File: src/rtl/core/brf_pkg.sv
package brf_pkg;

  localparam int DATA_WIDTH = 32;

  localparam int REG_COUNT  = 16;
  localparam int FIQ_COUNT  = 7;
  localparam int PRIV_COUNT = 8;
  localparam int PHYS_COUNT = REG_COUNT + FIQ_COUNT + PRIV_COUNT;
  localparam int PHYS_W     = $clog2(PHYS_COUNT);
  localparam int FIQ_BASE   = REG_COUNT;
  localparam int PRIV_BASE  = REG_COUNT + FIQ_COUNT;

  localparam logic [3:0] MODE_MASK  = 4'hF;
  localparam logic [3:0] MODE_COUNT = 4'd6;

  typedef enum logic [1:0] {
    FUNC_SET_MODE  = 2'd0,
    FUNC_READ_CUR  = 2'd1,
    FUNC_READ_USR  = 2'd2,
    FUNC_WRITE_CUR = 2'd3
  } func_t;

  typedef enum logic [2:0] {
    MODE_USR = 3'd0,
    MODE_FIQ = 3'd1,
    MODE_SVC = 3'd2,
    MODE_ABT = 3'd3,
    MODE_IRQ = 3'd4,
    MODE_UND = 3'd5
  } mode_t;

  typedef struct packed {
    logic [1:0]  func;
    logic [7:0]  reg_index;
    logic [7:0]  mode_value;
    logic [31:0] write_value;
  } in_item_t;

  typedef struct packed {
    logic [31:0] read_data;
    logic        error;
  } out_item_t;

  typedef struct packed {
    logic              mode_wr;
    logic [2:0]        new_mode;
    logic              wr_en;
    logic              rd_en;
    logic [PHYS_W-1:0] phys;
    logic              error;
  } brf_ctrl_t;

endpackage

File: src/rtl/core/banked_register_file.sv
// Banked register file with six processor modes: user, fiq, svc, abt, irq and
// und. Each command on in_data sets the mode, reads a register in the current
// or the user view, or writes a register in the current view, and gives exactly
// one result on out_data, marked by out_valid, via input and output registers.
// busy is never raised, so a command can be issued every cycle; commands take
// effect in order, and a read sees every earlier write and mode change. The
// result appears for one cycle only and cannot be held off by the receiver.
// Register numbers above 15 or modes above 5 in the low nibble return error with
// zero data and leave all state unchanged. Registers and the mode reset to zero.
module banked_register_file (
  input  logic                clk,
  input  logic                rst_n,
  input  logic                start,
  output logic                busy,
  input  brf_pkg::in_item_t   in_data,
  output logic                out_valid,
  output brf_pkg::out_item_t  out_data
);
  import brf_pkg::*;

  logic                  in_valid_r;
  in_item_t              in_r;
  logic                  out_valid_r;
  out_item_t             out_r;
  out_item_t             out_nxt;
  brf_ctrl_t             ctrl;
  logic [DATA_WIDTH-1:0] rdata;
  logic [2:0]            cur_mode;

  assign busy = 1'b0;

  always_ff @(posedge clk) begin
    if (!rst_n) begin
      in_valid_r <= 1'b0;
    end else begin
      in_valid_r <= start && !busy;
    end
  end

  always_ff @(posedge clk) begin
    if (start && !busy) begin
      in_r <= in_data;
    end
  end

  brf_decode u_decode (
    .valid    (in_valid_r),
    .item     (in_r),
    .cur_mode (cur_mode),
    .ctrl     (ctrl)
  );

  brf_regs u_regs (
    .clk      (clk),
    .rst_n    (rst_n),
    .ctrl     (ctrl),
    .wdata    (DATA_WIDTH'(in_r.write_value)),
    .rdata    (rdata),
    .cur_mode (cur_mode)
  );

  always_comb begin
    out_nxt.error     = ctrl.error;
    out_nxt.read_data = ctrl.rd_en ? 32'(rdata) : 32'd0;
  end

  always_ff @(posedge clk) begin
    if (!rst_n) begin
      out_valid_r <= 1'b0;
    end else begin
      out_valid_r <= in_valid_r;
    end
  end

  always_ff @(posedge clk) begin
    if (in_valid_r) begin
      out_r <= out_nxt;
    end
  end

  assign out_valid = out_valid_r;
  assign out_data  = out_r;

endmodule

File: src/rtl/core/brf_decode.sv
module brf_decode (
  input  logic              valid,
  input  brf_pkg::in_item_t item,
  input  logic [2:0]        cur_mode,
  output brf_pkg::brf_ctrl_t ctrl
);
  import brf_pkg::*;

  logic [3:0]        mode_low;
  logic [3:0]        r;
  logic              idx_bad;
  logic              mode_bad;
  logic [PHYS_W-1:0] view_phys;
  logic [2:0]        priv_off;

  assign mode_low = item.mode_value[3:0] & MODE_MASK;
  assign r        = item.reg_index[3:0];
  assign idx_bad  = (item.reg_index[7:4] != 4'd0);
  assign mode_bad = (mode_low >= MODE_COUNT);
  assign priv_off = 3'((cur_mode - 3'(MODE_SVC)) * 3'd2 + 3'(r - 4'd13));

  always_comb begin
    view_phys = PHYS_W'(r);
    if (r < 4'd8 || r == 4'd15) begin
      view_phys = PHYS_W'(r);
    end else if (cur_mode == MODE_FIQ) begin
      view_phys = PHYS_W'(FIQ_BASE) + PHYS_W'(r - 4'd8);
    end else if (cur_mode >= MODE_SVC && cur_mode <= MODE_UND && r >= 4'd13) begin
      view_phys = PHYS_W'(PRIV_BASE) + PHYS_W'(priv_off);
    end
  end

  always_comb begin
    ctrl          = '0;
    ctrl.new_mode = mode_low[2:0];
    ctrl.phys     = view_phys;
    unique case (func_t'(item.func))
      FUNC_SET_MODE: begin
        ctrl.error   = mode_bad;
        ctrl.mode_wr = valid && !mode_bad;
      end
      FUNC_READ_CUR: begin
        ctrl.error = idx_bad;
        ctrl.rd_en = !idx_bad;
      end
      FUNC_READ_USR: begin
        ctrl.error = idx_bad;
        ctrl.rd_en = !idx_bad;
        ctrl.phys  = PHYS_W'(r);
      end
      default: begin
        ctrl.error = idx_bad;
        ctrl.wr_en = valid && !idx_bad;
      end
    endcase
  end

endmodule

File: src/rtl/core/brf_regs.sv
module brf_regs (
  input  logic                             clk,
  input  logic                             rst_n,
  input  brf_pkg::brf_ctrl_t               ctrl,
  input  logic [brf_pkg::DATA_WIDTH-1:0]   wdata,
  output logic [brf_pkg::DATA_WIDTH-1:0]   rdata,
  output logic [2:0]                       cur_mode
);
  import brf_pkg::*;

  logic [DATA_WIDTH-1:0] cell_r [PHYS_COUNT];
  logic [2:0]            mode_r;
  logic [2:0]            mode_nxt;

  assign mode_nxt = ctrl.mode_wr ? ctrl.new_mode : mode_r;

  always_ff @(posedge clk) begin
    if (!rst_n) begin
      mode_r <= MODE_USR;
      for (int i = 0; i < PHYS_COUNT; i++) begin
        cell_r[i] <= '0;
      end
    end else begin
      mode_r <= mode_nxt;
      if (ctrl.wr_en) begin
        cell_r[ctrl.phys] <= wdata;
      end
    end
  end

  assign rdata    = cell_r[ctrl.phys];
  assign cur_mode = mode_r;

endmodule

File: config.mk
export PLATFORM = sky130hd
export DESIGN_NAME = banked_register_file
export DESIGN_NICKNAME = d
export VERILOG_FILES = /design/src/rtl/core/brf_pkg.sv /design/src/rtl/core/banked_register_file.sv /design/src/rtl/core/brf_decode.sv /design/src/rtl/core/brf_regs.sv
export SDC_FILE = /design/constraint.sdc
export NUM_CORES = 2
export LEC_CHECK = 0
export BUFFER_PORTS_ARGS = -buffer_cell sky130_fd_sc_hd__buf_2
export CORE_MARGIN = 2
export CORE_UTILIZATION = 35
export CTS_BUF_LIST = sky130_fd_sc_hd__clkbuf_8
export DETAILED_ROUTE_END_ITERATION = 16
export PLACE_DENSITY_LB_ADDON = 0.05
export SLEW_MARGIN = 25
export SYNTH_ARGS = -nofsm -noshare
export SYNTH_HDL_FRONTEND = slang
export SYNTH_SLANG_ARGS = --single-unit
File: constraint.sdc
create_clock -name clk -period 6.9 [get_ports clk]
set_input_delay 1.38 -clock clk [delete_from_list [all_inputs] [get_ports clk]]
set_output_delay 1.38 -clock clk [all_outputs]
set_load 0.01 [all_outputs]
# [Word-level counts from Yosys, hierarchy flattened]
# Memory sizes are Yosys's and may differ from the RTL's. A register that Yosys moved wholly into a read port is not among the register bits.
# Cells that the tools add are included.
[word_totals] memories=1 out_inout_bits=35 elab_cells=52 mem_bits_rw=992 reg_bits=52
[op_classes] reduce_logical=13 n_lt_le_gt_ge=5 n_eq_ne=4 add_sub_neg=6 muxes=15
[memory_table] name="u_regs.cell_r" depth=31 word_bits=32 read_ports=1 rd_ports_with_merged_regs=1 write_ports=31 line_no="brf_regs.sv:11" source="logic [DATA_WIDTH-1:0] cell_r [PHYS_COUNT];"
[ops] operator="32-bit 2-to-1 mux" count=1
[ops] operator="32-bit OR reduction" count=1
[ops] operator="5-bit 2-to-1 mux" count=5
[ops] operator="1-bit 2-to-1 mux" count=9
[ops] operator="5-bit by 3-bit adder with 5-bit output (first input constant)" count=1
[ops] operator="5-bit adder (first input constant)" count=1
[ops] operator="4-bit by 4-bit subtractor with 5-bit output (second input constant)" count=1
[ops] operator="4-bit == test (second input constant)" count=1
[ops] operator="4-bit by 3-bit >= comparator with 1-bit output (second input constant)" count=1
[ops] operator="4-bit >= comparator (second input constant)" count=1
[ops] operator="1-bit logical AND" count=4
[ops] operator="4-bit less-than comparator (second input constant)" count=1
[ops] operator="4-bit nonzero test" count=1
[ops] operator="3-bit adder" count=1
[ops] operator="3-bit by 1-bit == test with 1-bit output (second input constant)" count=1
[ops] operator="3-bit by 2-bit >= comparator with 1-bit output (second input constant)" count=1
[ops] operator="3-bit less-or-equal comparator (second input constant)" count=1
[ops] operator="1-bit zero test" count=3
[ops] operator="3-bit OR reduction" count=1
[ops] operator="3-bit subtractor (second input constant)" count=1
[ops] operator="2-bit by 1-bit == test with 1-bit output (second input constant)" count=1
[ops] operator="2-bit == test (second input constant)" count=1
[ops] operator="2-bit zero test" count=1
[ops] operator="2-bit OR reduction" count=1
[ops] operator="other kinds (2)" count=2

# [Logic depth before layout (Yosys ltp)]
[depth] word_depth=9 depth_mapped=15 depth_no_buf=11

# [Cells and area by module]
# A second synthesis with hierarchy kept.
[hier_totals] cells_unflattened=3469 area_unflattened_um2=49366.1
[modules_own_cells] module="brf_regs" seq_area_each_um2=30809.5 instances=1 area_per_inst_um2=46270.6 cells_per_inst=3307
[modules_own_cells] module="banked_register_file" seq_area_each_um2=2532.4 instances=1 area_per_inst_um2=2811.4 cells_per_inst=124
[modules_own_cells] module="brf_decode" seq_area_each_um2=0.0 instances=1 area_per_inst_um2=284.0 cells_per_inst=38

# [Worst setup path after synthesis]
# No wires, ideal clock.
[synth_timing] path_kind="register to register" startpoint="reg in_r[41] (netlist name)" endpoint="mem u_regs.cell_r[22][0] (enable)" path_buffers=4 path_stages_with_launch=13 slack_ps=1624 synth_period_minus_slack_ps=5276 setup_ps=466 t_arrival_ps=4811 required_time_ps=6434 path_cell_list="edfxtp_1 -> clkbuf_1 -> buf_2 -> inv_1 -> ha_1 -> inv_1 -> ha_1 -> buf_1 -> nand2b_1 -> o21ai_1 -> nand2_1 -> buf_2 -> o21ai_0"
[synth_rtl] element="start, declared" line_no="banked_register_file.sv:22" source="in_item_t in_r;"
[synth_rtl] element="start signal, assigned" line_no="banked_register_file.sv:42" source="in_r <= in_data;"
[synth_rtl] element="end, declared" line_no="brf_regs.sv:11"

# [Worst setup path after layout]
[layout_timing] startpoint="reg in_r[41] (netlist name)" endpoint="reg out_data[14] (netlist name)"
[layout_between] elab_chain_len=7 word_cells_on_any_way=14
[layout_lines] element="3-bit subtractor" line_no="brf_decode.sv:20" source="assign priv_off = 3'((cur_mode - 3'(MODE_SVC)) * 3'd2 + 3'(r - 4'd13));"
[layout_lines] element="3-bit adder" line_no="brf_decode.sv:20"
[layout_lines] element="5-bit by 3-bit adder with 5-bit output" line_no="brf_decode.sv:29" source="view_phys = PHYS_W'(PRIV_BASE) + PHYS_W'(priv_off);"
[layout_lines] element="5-bit 2-to-1 mux" line_no="brf_decode.sv:28" source="end else if (cur_mode >= MODE_SVC && cur_mode <= MODE_UND && r >= 4'd13) begin"
[layout_lines] element="5-bit 2-to-1 mux" line_no="brf_decode.sv:26" source="end else if (cur_mode == MODE_FIQ) begin"
[layout_lines] element="5-bit 2-to-1 mux" line_no="brf_decode.sv:24" source="if (r < 4'd8 || r == 4'd15) begin"
[layout_lines] element="5-bit 2-to-1 mux *" line_no="brf_decode.sv:37" source="unique case (func_t'(item.func))"
# Every way passes the cells marked *; elsewhere a longest branch is shown, timed or not.
# A chain may end at the register's enable or synchronous reset.

==> flow_metrics.py <==
metrics = {
    "sta": {
        "rsz0062_at_grt": "no",
        "finalCritPeriodShare_pct": 71.59,
        "slew-limit-headroom_pct": 21.27,
        "setup_slack_ns": 1.960,
        "fin_skew_ns": 0.05720,
        "setup_viol": 0,
        "max_slew.worst_pin.slew_ns": 1.181,
        "final_hold_viol_count": 0,
        "setup_tns_ns": 0,
        "max_freq_mhz": 202.4,
        "final_max_slew_viol_count": 0,
        "post-route-min-period_ns": 4.940,
    },
    "flow_run": {
        "cap_violations": 0,
    },
    "clock_network": {
        "root_buffer": "clkbuf_8",
        "cts_buffers": 194,
        "clock-sinks": 1108,
        "clk_latency_ns": 0.92,
        "cts_buffer_depth": 3,
        "h-tree-depth": 4,
        "cts_tree": "built",
        "postCtsSetupBuffers": 0,
        "path_clk_slew_ns": 0.06,
        "cts_hold_buf": 0,
        "cts_resized": 0,
    },
    "detailed_routing": {
        "wl_met1_um": 77400,
        "drc": 0,
        "drtPass1Iterations": 5,
        "dr.first_iter.drc_count": 3387,
        "highest_layer": "met5",
        "wl_per_cell_um": 30.79,
        "via_per_inst": 5.455,
        "ant_nets": 0,
        "wl_met2_um": 86870,
        "wl_met3_um": 12400,
        "wl_um": 182400,
        "num_vias": 32330,
    },
    "synthesis": {
        "netlist.top_cell.by_area": "edfxtp_1",
        "synth.distinct_cells": 67,
        "synth-edff-count": 1103,
        "ys_warn_count": 0,
        "synthArstFlopShare_pct": 0,
        "synth_most_common_cell": "edfxtp_1",
        "synth_nets": 3863,
        "synth_seq_cells": 1108,
        "ys.flop_type": "edfxtp_1",
        "ys_seq_area_share_pct": 67.85,
        "netlist_area_um2": 48960,
        "synth_top_area_share_pct": 67.65,
        "synthCells": 3805,
        "synthTopCellsByArea": "edfxtp_1 (68%), and2_1 (13%), clkbuf_1 (2.2%)",
        "syn_area_per_cell_um2": 12.87,
        "synthTopCellsByCount": "edfxtp_1 (1,103), and2_1 (998), clkbuf_1 (291)",
    },
    "worst_setup_path": {
        "cp.depth": 14,
        "crit_family": "buffers and inverters",
        "cp_max_fo": 145,
        "worstSetupPathType": "reg -> reg",
        "cp.required_ns": 7.54,
        "slowest_delay_ns": 0.57,
        "crit_slowest_cell": "a22oi_1",
        "worst-r2r-cell-count": 14,
        "path_buf_inv": 5,
        "path_cells": "buf_4 -> inv_1 -> ha_1 -> inv_1 -> ha_1 -> buf_4 -> nor2b_1 -> nor2_1 -> a21oi_4 -> buf_12 -> mux2i_1 -> a32oi_1 -> nand4_1 -> a22oi_1",
        "cp-start-kind": "register",
        "cp-end-kind": "register",
        "arrival_ns": 5.58,
    },
    "floorplan": {
        "ios": 88,
        "initial_core_util_pct": 35.18,
        "die_y_um": 378.0,
        "core-area_um2": 139200,
        "num_rows": 137,
        "dieArea_um2": 142900,
        "die_x_um": 378.0,
    },
    "layout": {
        "final_nets": 3936,
        "nFillCells": 13170,
        "syn_to_final_growth_pct": 13.66,
        "stdcell_count": 5926,
        "drive_gt1_share_pct": 14.28,
    },
    "placed_design": {
        "port_buffers": 82,
        "dp.cells": 5557,
        "place_congestion": 0.8320,
        "pre_cts_ws_ns": 2.053,
        "hpwl_um": 105000,
    },
    "power": {
        "power_density_nw_per_um2": 263.5,
        "irDropWorstVdd_uv": 150.9,
        "p_leak_nw": 20.01,
        "finalPower_mw": 14.66,
    },
    "grt": {
        "first_global_vias": 32270,
        "gr-total-overflow": 0,
        "grtUsageTotal_pct": 25.43,
        "grt_antenna_before_repair": 18,
        "grt_start_max_net_pins": 146,
        "grt_first_pass_wirelength_um": 252100,
    },
    "hold_path": {
        "min_path_type": "reg -> reg",
        "min_path_cells": 2,
    },
    "status": {
        "status": "finished, final reports clean",
    },
}
==> registers in the layout, indices dropped and copies added, names as in the netlist <==
signal           count
u_regs.cell_r     1024
in_valid_r           1
out_data            33
u_regs.cur_mode      3
out_valid            1
in_r                46
==> where the power goes <==
part,internal (mW),switching [mW],total (mW)
combinational,0.331,1.09,1.42
sequential,7.61,0.0721,7.68
clock,2.71,2.85,5.56
total,10.7,4.01,14.7
==> area by class of cell <==
class | instances | area (um^2) | area share, %
diodes | 10 | 25.02 | 0.04497
clock buffers | 194 | 2670 | 4.798
clock inverters | 164 | 798.3 | 1.435
inverters | 9 | 33.78 | 0.06071
multi-input cells | 2322 | 14810 | 26.62
flip-flops and latches | 1108 | 33220 | 59.70
well taps | 1876 | 2347 | 4.218
repair buffers | 243 | 1737 | 3.121
==> tightest hold or removal path, cell delays in order (launching register included) <==
cell and delay (ns):
edfxtp_1 0.32, mux2i_1 0.06, nor2b_1 0.09
==> placed cells by master, fill, tap and decap left out, types with 81 or more instances in the layout <==
| cell type | count |
|---|---|
| buf_2 | 81 |
| o21ai_0 | 103 |
| and2_1 | 997 |
| nand3_1 | 159 |
| o22ai_1 | 163 |
| mux2i_1 | 84 |
| edfxtp_1 | 1103 |
| buf_4 | 153 |
| nand2_1 | 252 |
| clkbuf_8 | 194 |
==> metal layers <==
layer	up-vias	GRT usage (%)
li1	14140	-
met1	16620	34.19
met2	1288	41.64
met3	280	4.410
met4	2	8.389
met5	-	0
==> metrics by stage <==
stage | instance area (um^2) | hold WS (ns) | utilization [%]
after floorplan | 48960 | 0.4786 | -
after global placement | 52090 | 0.4901 | 37.42
after detailed placement | 52130 | 0.4991 | 37.45
after CTS | 55600 | 0.5128 | 39.94
after global routing | 55620 | 0.5292 | 39.96
final | 55650 | 0.5067 | 39.98
==> final timing paths <==
kind | startpoint | end | slack (ns)
max | in_r[41]$_DFFE_PP_ | out_data[14]$_SDFFCE_PN0P_ | 1.96
max reg2reg | in_r[41]$_DFFE_PP_ | out_data[14]$_SDFFCE_PN0P_ | 1.96
min | in_r[32]$_DFFE_PP_ | u_regs.cur_mode[0]$_SDFFE_PN0P_ | 0.51
min reg2reg | in_r[32]$_DFFE_PP_ | u_regs.cur_mode[0]$_SDFFE_PN0P_ | 0.51
==> kinds of logic (layout without fill, tap and decap cells) <==
logic type | count (synthesis) | count (layout) | share of synthesized area, %
buf+inv | 375 | 610 | 3.033
other cells | 1 | 11 | 0.007659
simple gates | 1611 | 1611 | 18.42
flops | 1108 | 1108 | 67.85
fa+ha+maj | 5 | 5 | 0.1278
compound gates | 609 | 609 | 8.587
mux | 89 | 89 | 1.832
xor+xnor | 7 | 7 | 0.1406
No activity file was read; power rests on OpenSTA's default activity.
